## src/rtl/core/cadj_skid.sv

```systemverilog
module cadj_skid (
  input  logic        clk_i,
  input  logic        rst_ni,
  input  logic        valid_i,
  input  logic [23:0] data_i,
  output logic        en_o,
  output logic        valid_o,
  input  logic        ready_i,
  output logic [23:0] data_o
);

  logic        out_vld_q, skd_vld_q;
  logic [23:0] out_q, skd_q;
  logic        push;

  // The pipeline advances unless the spare slot is taken.
  assign en_o = ~skd_vld_q;
  assign push = valid_i & en_o;

  always_ff @(posedge clk_i or negedge rst_ni) begin
    if (!rst_ni) begin
      out_vld_q <= 1'b0;
      skd_vld_q <= 1'b0;
    end else if (!out_vld_q || ready_i) begin
      out_vld_q <= skd_vld_q | push;
      skd_vld_q <= 1'b0;
    end else if (push) begin
      skd_vld_q <= 1'b1;
    end
  end

  always_ff @(posedge clk_i) begin
    if (!out_vld_q || ready_i) begin
      out_q <= skd_vld_q ? skd_q : data_i;
    end else if (push) begin
      skd_q <= data_i;
    end
  end

  assign valid_o = out_vld_q;
  assign data_o  = out_q;

`ifndef ASSERT_OFF
  a_skid_behind_out: assert property (@(posedge clk_i) disable iff (!rst_ni)
    skd_vld_q |-> out_vld_q)
    else $error("spare slot holds a transfer while the output slot is empty");

  a_skid_fill: assert property (@(posedge clk_i) disable iff (!rst_ni)
    $rose(skd_vld_q) |-> $past(out_vld_q && !ready_i && valid_i))
    else $error("spare slot filled without a stalled output");

  a_skid_drain: assert property (@(posedge clk_i) disable iff (!rst_ni)
    skd_vld_q && ready_i |=> out_vld_q && !skd_vld_q)
    else $error("spare slot did not move to the output");
`endif

endmodule
```

## config.mk

```make
export PLATFORM = sky130hd
export DESIGN_NAME = cadj_skid
export DESIGN_NICKNAME = d
export VERILOG_FILES = /design/src/rtl/core/cadj_skid.sv
export SDC_FILE = /design/constraint.sdc
export NUM_CORES = 1
export LEC_CHECK = 0
export ABC_AREA = 1
export ABC_CLOCK_PERIOD_IN_PS = 3700
export BUFFER_PORTS_ARGS = -buffer_cell sky130_fd_sc_hd__buf_2
export CORE_ASPECT_RATIO = 0.9
export CORE_UTILIZATION = 54
export DETAILED_ROUTE_END_ITERATION = 8
export GPL_ROUTABILITY_DRIVEN = 0
export PLACE_DENSITY = 0.83
export SYNTH_ARGS = -nofsm -noshare
export SYNTH_HDL_FRONTEND = slang
export SYNTH_SLANG_ARGS = --single-unit
```

## constraint.sdc

```tcl
create_clock -name clk_i -period 3.7 [get_ports clk_i]
set_input_delay 0.74 -clock clk_i [delete_from_list [all_inputs] [get_ports clk_i]]
set_output_delay 0.74 -clock clk_i [all_outputs]
set_load 0.005 [all_outputs]
```

==> results of run 1 <==
-- registers in the layout, indices dropped and copies added, names as in the netlist --
signal     cells
data_o        24
skd_q         24
skd_vld_q      1
valid_o        1
-- path summary, 6_finish.rpt --
check / end / from / slack (ns) / depth (start not counted)
worst min-delay path: valid_o$_DFFE_PN0P_ / rst_ni / 0.21 / 1
max in group asynchronous: skd_vld_q$_DFFE_PN0P_ / rst_ni / 3.39 / 1
worst max register to register: skd_q[13]$_DFFE_PP_ / skd_vld_q$_DFFE_PN0P_ / 1.35 / 3
min in group clk_i: data_o[14]$_DFFE_PP_ / skd_q[14]$_DFFE_PP_ / 0.52 / 2
worst max-delay path: skd_q[13]$_DFFE_PP_ / skd_vld_q$_DFFE_PN0P_ / 1.35 / 3
worst min register to register: data_o[14]$_DFFE_PP_ / skd_q[14]$_DFFE_PP_ / 0.52 / 2
-- layout make-up --
| cell class | count | area share |
|---|---|---|
| clock inverters | 2 | 0.00394 |
| clock buffers | 6 | 0.0327 |
| flip-flops and latches | 50 | 0.672 |
| well taps | 42 | 0.0237 |
| inverters | 2 | 0.00676 |
| repair buffers | 54 | 0.123 |
| multi-input cells | 78 | 0.139 |
-- logic make-up (layout without fill, tap and decap cells) --
group | count (synthesis) | count (layout) | share of synthesized area
and+or+nand+nor | 78 | 78 | 0.163
buffers and inverters | 7 | 64 | 0.0382
DFF | 50 | 50 | 0.798
-- power by group through the flow --
| stage | Combinational (mW) | Sequential, mW | Clock [mW] |
|---|---|---|---|
| floorplan | 0.0538 | 0.698 | 0 |
| global placement | 0.0993 | 0.697 | 0 |
| detailed placement | 0.102 | 0.700 | 0 |
| CTS | 0.102 | 0.687 | 0.299 |
| global route | 0.113 | 0.691 | 0.309 |
| finish | 0.101 | 0.687 | 0.293 |
-- per-layer routing --
metal | vias to the layer above | part of all wire | track usage
met5 | - | 0 | 0
met4 | 0 | 0.028 | 0.123
met3 | 6 | 0.063 | 0.0709
met2 | 49 | 0.54 | 0.310
met1 | 513 | 0.37 | 0.177
li1 | 560 | - | -
-- stage by stage --
stage	cells	total power, mW	worst slack, ns	hold slack, ns	utilization
finish	234	1.08	1.35	0.212	0.702
global route	234	1.11	1.11	0.204	0.702
CTS	234	1.09	1.36	0.202	0.702
detailed placement	226	0.802	1.25	0.501	0.677
global placement	226	0.797	1.31	0.499	0.677
floorplan	135	0.752	0.832	0.444	-
-- cells in the final DEF (no fill, tap or decap), drive strengths merged --
master / instances
edfxtp: 48
dfrtp: 2
buf: 54
nor2: 3
clkinv: 2
clkbuf: 6
nand2: 75
inv: 2
==> flow_results.xml, run 1 <==
<?xml version="1.0" encoding="UTF-8"?>
<metrics>
  <group name="outcome">
    <metric name="run_status" unit="">finished clean</metric>
  </group>
  <group name="power">
    <metric name="power.ir.vdd_worst" unit="V">0.000311</metric>
    <metric name="cell_internal_pwr" unit="mW">0.844</metric>
    <metric name="net_switching_share_of_the_total_power" unit="">0.219</metric>
    <metric name="p_switching" unit="mW">0.236</metric>
    <metric name="power_frac_comb" unit="">0.093</metric>
    <metric name="power_leakage" unit="nW">0.976</metric>
    <metric name="seq_power_share" unit="">0.636</metric>
    <metric name="power-per-cell-area" unit="mW/mm^2">486</metric>
    <metric name="clock_power_share" unit="">0.271</metric>
  </group>
  <group name="cts">
    <metric name="cts_hold_repair.buffers" unit="">0</metric>
    <metric name="cts_resized" unit="">0</metric>
    <metric name="cts_buffers" unit="">5</metric>
    <metric name="ctsLongestPathBuffers" unit="">2</metric>
    <metric name="cts_tree" unit="">yes</metric>
    <metric name="clock_latency" unit="ns">0.30</metric>
    <metric name="clock_sinks" unit="">50</metric>
    <metric name="ctsHtreeMaxLevel" unit="">2</metric>
    <metric name="post_cts_buffers" unit="">0</metric>
    <metric name="cts.clk_slew.worst_paths" unit="ns">0.08</metric>
    <metric name="cell_at_the_root_of_the_clock_tree" unit="">clkbuf_8</metric>
  </group>
  <group name="setup_path">
    <metric name="crit_path_cell_trace" unit="">inv_8 &gt; nand2_1 &gt; nor2_2</metric>
    <metric name="crit_required" unit="ns">3.62</metric>
    <metric name="critical_path_arrival" unit="ns">2.27</metric>
    <metric name="slowest_stage" unit="">nor2_2</metric>
    <metric name="path_max_fanout" unit="">26</metric>
    <metric name="slowest_delay" unit="ns">0.84</metric>
    <metric name="worstSetupEndpointType" unit="">register</metric>
    <metric name="worst_setup_path_start_kind" unit="">register</metric>
    <metric name="timing.setup.critical_path_class" unit="">register to register</metric>
    <metric name="critical_path.top_delay_family" unit="">simple AND/OR/NAND/NOR gates</metric>
    <metric name="buffer_and_inverter_count_on_the_worst_path" unit="">1</metric>
  </group>
  <group name="synth">
    <metric name="synth.cell_area" unit="sq mm">0.00187</metric>
    <metric name="synth_most_common_cell" unit="">nand2_1</metric>
    <metric name="area_fraction_of_the_dominant_cell_type_after_synthesis" unit="">0.772</metric>
    <metric name="synth_seq_cells" unit="">50</metric>
    <metric name="mappedNetlistNets" unit="">163</metric>
    <metric name="syn-instance-count" unit="">135</metric>
    <metric name="synth_top_flop_cell" unit="">edfxtp_1</metric>
    <metric name="synth_seq_area_share" unit="">0.798</metric>
    <metric name="ys_top_cells_by_area" unit="">edfxtp_1 77%, nand2_1 14%, dfrtp_1 2.7%</metric>
    <metric name="synthesis.yosys.warnings" unit="">0</metric>
    <metric name="synth.cells.most_frequent" unit="">70 x nand2_1, 48 x edfxtp_1, 5 x nand2_2, 3 x buf_6, 3 x nor2_1</metric>
    <metric name="netlist-cell-type-count" unit="">10</metric>
    <metric name="dominant_cell_type_by_area_after_synthesis" unit="">edfxtp_1</metric>
    <metric name="synthesis.area_per_instance" unit="sq um">13.8</metric>
    <metric name="postSynth.asyncResetShare" unit="">0.0400</metric>
    <metric name="edff_count_synth" unit="">48</metric>
  </group>
  <group name="floorplanning">
    <metric name="chipHeight" unit="um">57.8</metric>
    <metric name="core_region_area" unit="sq mm">0.00316</metric>
    <metric name="start_util" unit="">0.591</metric>
    <metric name="fp-row-count" unit="">19</metric>
    <metric name="floorplan.die.width" unit="um">64.0</metric>
    <metric name="design.die.area" unit="sq mm">0.00370</metric>
    <metric name="pin_count" unit="">54</metric>
  </group>
  <group name="global_route">
    <metric name="number_of_antenna_violations_at_the_first_check_in_global_routing" unit="">0</metric>
    <metric name="grt_total_ovfl" unit="">0</metric>
    <metric name="grt_use_total" unit="">0.179</metric>
    <metric name="first_global_vias" unit="">1071</metric>
    <metric name="grt_start_max_net_pins" unit="">28</metric>
    <metric name="grt_pass1_wl" unit="um">4550</metric>
  </group>
  <group name="worst_hold_path">
    <metric name="hp-class" unit="">input port to async pin</metric>
  </group>
  <group name="cells_and_area">
    <metric name="multiInputGateArea" unit="sq um">308</metric>
    <metric name="layout-area-overhead-vs-synth" unit="%">18.9</metric>
    <metric name="n_antenna_cell" unit="">0</metric>
    <metric name="final_net_count" unit="">219</metric>
    <metric name="n_fill_cell" unit="">223</metric>
    <metric name="post_route_cells_drive_above_1_share" unit="">0.349</metric>
    <metric name="final-seq-area" unit="sq mm">0.00149</metric>
    <metric name="finalInstanceArea" unit="sq mm">0.00222</metric>
  </group>
  <group name="sta">
    <metric name="finalSetupTns" unit="ns">0</metric>
    <metric name="achievable-frequency" unit="MHz">425</metric>
    <metric name="setup_viol" unit="">0</metric>
    <metric name="grt_setup_unrepaired" unit="">no</metric>
    <metric name="worstMarginPinSlew" unit="ns">1.10</metric>
    <metric name="final_min_period_over_clock_period" unit="">0.635</metric>
    <metric name="report.final.hold_viol_count" unit="">0</metric>
    <metric name="final_max_slew_viol_count" unit="">0</metric>
    <metric name="fin_skew" unit="ns">0.00545</metric>
    <metric name="post-route-min-period" unit="ns">2.35</metric>
    <metric name="relSlewSlack" unit="">0.266</metric>
  </group>
  <group name="routing">
    <metric name="vias_per_cell" unit="">4.82</metric>
    <metric name="vias" unit="">1128</metric>
    <metric name="postRouteAntennaNets" unit="">0</metric>
    <metric name="drt_iter0_markers" unit="">48</metric>
    <metric name="drt-pass1-iter-count" unit="">4</metric>
    <metric name="drc_errors_left" unit="">0</metric>
    <metric name="wire_per_inst" unit="um">12.4</metric>
    <metric name="wirelength" unit="um">2900</metric>
  </group>
  <group name="job">
    <metric name="max_cap_viol_count" unit="">0</metric>
  </group>
  <group name="placement">
    <metric name="io_buffer_count" unit="">53</metric>
    <metric name="postPlaceCellArea" unit="sq mm">0.00214</metric>
  </group>
</metrics>
Power figures use the tool's default switching activity.
==> inputs of run 2 (changes only) <==
==> config.mk (replaced) <==
export PLATFORM = sky130hd
export DESIGN_NAME = cadj_skid
export DESIGN_NICKNAME = d
export VERILOG_FILES = /design/src/rtl/core/cadj_skid.sv
export SDC_FILE = /design/constraint.sdc
export NUM_CORES = 1
export LEC_CHECK = 0
export ABC_AREA = 0
export ABC_CLOCK_PERIOD_IN_PS = 1950
export BUFFER_PORTS_ARGS = -buffer_cell sky130_fd_sc_hd__buf_2
export CORE_ASPECT_RATIO = 0.9
export CORE_UTILIZATION = 46
export DETAILED_ROUTE_END_ITERATION = 8
export GPL_ROUTABILITY_DRIVEN = 0
export PLACE_DENSITY = 0.75
export SYNTH_ARGS = -nofsm -noshare
export SYNTH_HDL_FRONTEND = slang
export SYNTH_SLANG_ARGS = --single-unit
==> constraint.sdc (replaced) <==
create_clock -name clk_i -period 1.95 [get_ports clk_i]
set_input_delay 0.39 -clock clk_i [delete_from_list [all_inputs] [get_ports clk_i]]
set_output_delay 0.39 -clock clk_i [all_outputs]
set_load 0.005 [all_outputs]
==> flow_results.xml, run 2 <==
<?xml version="1.0" encoding="UTF-8"?>
<metrics>
  <group name="outcome">
    <metric name="run_status" unit="">finished clean</metric>
  </group>
  <group name="global_route">
    <metric name="grt_total_ovfl" unit="">0</metric>
    <metric name="grt_pass1_wl" unit="um">4750</metric>
    <metric name="number_of_antenna_violations_at_the_first_check_in_global_routing" unit="">0</metric>
    <metric name="first_global_vias" unit="">985</metric>
    <metric name="grt_start_max_net_pins" unit="">27</metric>
    <metric name="grt_use_total" unit="">0.148</metric>
  </group>
  <group name="sta">
    <metric name="finalSetupTns" unit="ns">0</metric>
    <metric name="report.final.hold_viol_count" unit="">0</metric>
    <metric name="achievable-frequency" unit="MHz">627</metric>
    <metric name="final_max_slew_viol_count" unit="">0</metric>
    <metric name="final_min_period_over_clock_period" unit="">0.817</metric>
    <metric name="grt_setup_unrepaired" unit="">no</metric>
    <metric name="setup_viol" unit="">0</metric>
    <metric name="setup_slack" unit="ns">0.356</metric>
    <metric name="fin_skew" unit="ns">0.00761</metric>
    <metric name="relSlewSlack" unit="">0.767</metric>
    <metric name="worstMarginPinSlew" unit="ns">0.349</metric>
    <metric name="post-route-min-period" unit="ns">1.59</metric>
  </group>
  <group name="setup_path">
    <metric name="crit_required" unit="ns">1.56</metric>
    <metric name="timing.setup.critical_path_class" unit="">register to output port</metric>
    <metric name="r2r-end" unit="">skd_q[3]$_DFFE_PP_</metric>
    <metric name="worstSetupEndpointType" unit="">output port</metric>
    <metric name="reg2reg_slack" unit="ns">0.50</metric>
    <metric name="path_max_fanout" unit="">10</metric>
    <metric name="worst_r2r_startpoint" unit="">skd_vld_q$_DFFE_PN0P_</metric>
    <metric name="critical_path_arrival" unit="ns">1.20</metric>
    <metric name="cp-startpoint" unit="">skd_vld_q$_DFFE_PN0P_</metric>
    <metric name="reg2regPathDepth" unit="">3</metric>
    <metric name="endpoint" unit="">en_o</metric>
    <metric name="worst_setup_path_start_kind" unit="">register</metric>
  </group>
  <group name="placement">
    <metric name="placement.setup.worst_slack" unit="ns">0.511</metric>
    <metric name="postPlaceCellArea" unit="sq mm">0.00225</metric>
    <metric name="dp_hpwl" unit="um">2050</metric>
    <metric name="io_buffer_count" unit="">53</metric>
    <metric name="dpl.cell_count" unit="">184</metric>
  </group>
  <group name="cells_and_area">
    <metric name="layout-area-overhead-vs-synth" unit="%">23.4</metric>
    <metric name="most_frequent_cells_in_the_layout" unit="">53 x buf_2, 48 x edfxtp_1, 17 x mux2_4</metric>
    <metric name="post_route_cells_drive_above_1_share" unit="">0.619</metric>
    <metric name="finalCoreUtilization" unit="">0.611</metric>
    <metric name="final_net_count" unit="">174</metric>
    <metric name="mostFrequentLayoutCell" unit="">buf_2</metric>
    <metric name="finalInstanceArea" unit="sq mm">0.00234</metric>
    <metric name="n_antenna_cell" unit="">0</metric>
    <metric name="final_cells" unit="">193</metric>
  </group>
  <group name="cts">
    <metric name="cell_at_the_root_of_the_clock_tree" unit="">clkbuf_8</metric>
    <metric name="cts_buffers" unit="">5</metric>
    <metric name="cts.clk_slew.worst_paths" unit="ns">0.09</metric>
    <metric name="ctsHtreeMaxLevel" unit="">2</metric>
    <metric name="post_cts_buffers" unit="">0</metric>
    <metric name="cts_tree" unit="">yes</metric>
    <metric name="ctsLongestPathBuffers" unit="">2</metric>
    <metric name="clock_latency" unit="ns">0.31</metric>
    <metric name="clock_sinks" unit="">50</metric>
  </group>
  <group name="synth">
    <metric name="synthesis.yosys.warnings" unit="">0</metric>
    <metric name="area_fraction_of_the_dominant_cell_type_after_synthesis" unit="">0.758</metric>
    <metric name="netlist-cell-type-count" unit="">12</metric>
    <metric name="dominant_cell_type_by_area_after_synthesis" unit="">edfxtp_1</metric>
    <metric name="edff_count_synth" unit="">48</metric>
    <metric name="synth.cells.most_frequent" unit="">48 x edfxtp_1, 17 x mux2_4, 7 x mux2_2, 2 x dfrtp_1, 2 x nor2_1</metric>
    <metric name="postSynth.asyncResetShare" unit="">0.0400</metric>
    <metric name="synthesis.area_per_instance" unit="sq um">22.9</metric>
    <metric name="ys_top_cells_by_area" unit="">edfxtp_1 76%, mux2_4 13%, mux2_2 4.1%</metric>
    <metric name="synth_top_flop_cell" unit="">edfxtp_1</metric>
    <metric name="mappedNetlistNets" unit="">111</metric>
    <metric name="synth_seq_cells" unit="">50</metric>
    <metric name="synth_seq_area_share" unit="">0.785</metric>
    <metric name="syn-instance-count" unit="">83</metric>
    <metric name="synth_most_common_cell" unit="">edfxtp_1</metric>
    <metric name="synth.cell_area" unit="sq mm">0.00190</metric>
  </group>
  <group name="worst_hold_path">
    <metric name="hp-class" unit="">input port to register</metric>
  </group>
  <group name="power">
    <metric name="power_leakage" unit="nW">0.941</metric>
    <metric name="p_switching" unit="mW">0.469</metric>
    <metric name="power_frac_comb" unit="">0.108</metric>
    <metric name="net_switching_share_of_the_total_power" unit="">0.221</metric>
    <metric name="cell_internal_pwr" unit="mW">1.65</metric>
    <metric name="power-per-cell-area" unit="mW/mm^2">903</metric>
    <metric name="seq_power_share" unit="">0.608</metric>
    <metric name="clock_power_share" unit="">0.284</metric>
    <metric name="power.ir.vdd_worst" unit="V">0.000461</metric>
  </group>
  <group name="routing">
    <metric name="vias_per_cell" unit="">4.91</metric>
    <metric name="drt_iter0_markers" unit="">66</metric>
    <metric name="vias" unit="">948</metric>
    <metric name="postRouteAntennaNets" unit="">0</metric>
    <metric name="drt-pass1-iter-count" unit="">4</metric>
    <metric name="drc_errors_left" unit="">0</metric>
    <metric name="wire_per_inst" unit="um">15.3</metric>
    <metric name="wirelength" unit="um">2960</metric>
  </group>
  <group name="floorplanning">
    <metric name="floorplan.die.width" unit="um">69.8</metric>
    <metric name="core_region_area" unit="sq mm">0.00384</metric>
    <metric name="fp-row-count" unit="">21</metric>
    <metric name="chipHeight" unit="um">63.0</metric>
    <metric name="start_util" unit="">0.495</metric>
    <metric name="design.die.area" unit="sq mm">0.00439</metric>
    <metric name="pin_count" unit="">54</metric>
  </group>
  <group name="job">
    <metric name="max_cap_viol_count" unit="">0</metric>
  </group>
</metrics>
[run 2: changes by cell type after synthesis]
cell,before,now
nand2_1,70,1
buf_4,1,0
nor2_1,3,2
inv_8,1,0
nor3b_1,0,1
mux2_4,0,17
nand2_2,5,0
mux2_2,0,7
buf_6,3,1
buf_12,0,1
nand2b_1,0,1
[run 2: through the flow]
stage,hold WS (ns),total power [mW]
after floorplan,0.0944,1.44
after global placement,0.181,1.54
after detailed placement,0.189,1.54
after CTS,0.264,2.14
after global routing,0.259,2.20
final,0.270,2.12
[run 2: worst min path at each step]
stage          cells past startpoint  startpoint               endpoint  slack (ns)
6_report                           1   data_i[8]     skd_q[8]$_DFFE_PP_        0.27
5_1_grt                            1  data_i[12]    skd_q[12]$_DFFE_PP_        0.26
4_1_cts                            1  data_i[12]    skd_q[12]$_DFFE_PP_        0.26
3_5_place_dp                       1      rst_ni    valid_o$_DFFE_PN0P_        0.19
3_3_place_gp                       1      rst_ni    valid_o$_DFFE_PN0P_        0.18
2_1_floorplan                      0      rst_ni  skd_vld_q$_DFFE_PN0P_        0.09
[run 2: per-layer routing]
metal  wire length [um]  part of all wire  track usage  vias to the layer above
met1               1310              0.44        0.200                      444
met4                 58             0.020       0.0750                        0
met5                  0                 0            0                        -
li1                   -                 -            -                      444
met2               1320              0.45        0.211                       53
met3                268             0.091       0.0516                        7
[run 2: final cells by class]
type | count | area, sq um
flip-flops and latches | 50 | 1490
fillers | 287 | 1490
multi-input cells | 29 | 378
repair buffers | 59 | 325
clock buffers | 5 | 68.8
well taps | 46 | 57.6
clock inverters | 3 | 20.0
inverters | 1 | 3.75
[run 2: critical path, cell delays in order, from the launching register on]
cell and delay [ns]:
dfrtp_1 0.47, buf_4 0.25, inv_1 0.05, buf_2 0.12
[run 2: what timing repair did]
action | 4_1_cts | 5_1_grt
setup endpoints to repair | 0 | 0
hold buffers | 1 | 0
hold endpoints to repair | 2 | 0
gates resized for setup | 0 | 0
[run 2: cells by family (layout without fill, tap and decap cells)]
| kind of cell | Yosys count | in the layout | share of synthesized area |
|---|---|---|---|
| AND/OR/NAND/NOR | 5 | 5 | 0.0132 |
| buffers and inverters | 4 | 68 | 0.0263 |
| flip-flops | 50 | 50 | 0.785 |
| multiplexers | 24 | 24 | 0.176 |
[run 2: power by group through the flow]
stage | clock [mW] | sequential, mW | combinational [mW]
after floorplan | 0 | 1.32 | 0.125
final | 0.602 | 1.29 | 0.228
after global placement | 0 | 1.31 | 0.226
after CTS | 0.616 | 1.29 | 0.232
after detailed placement | 0 | 1.31 | 0.230
after global routing | 0.659 | 1.30 | 0.247
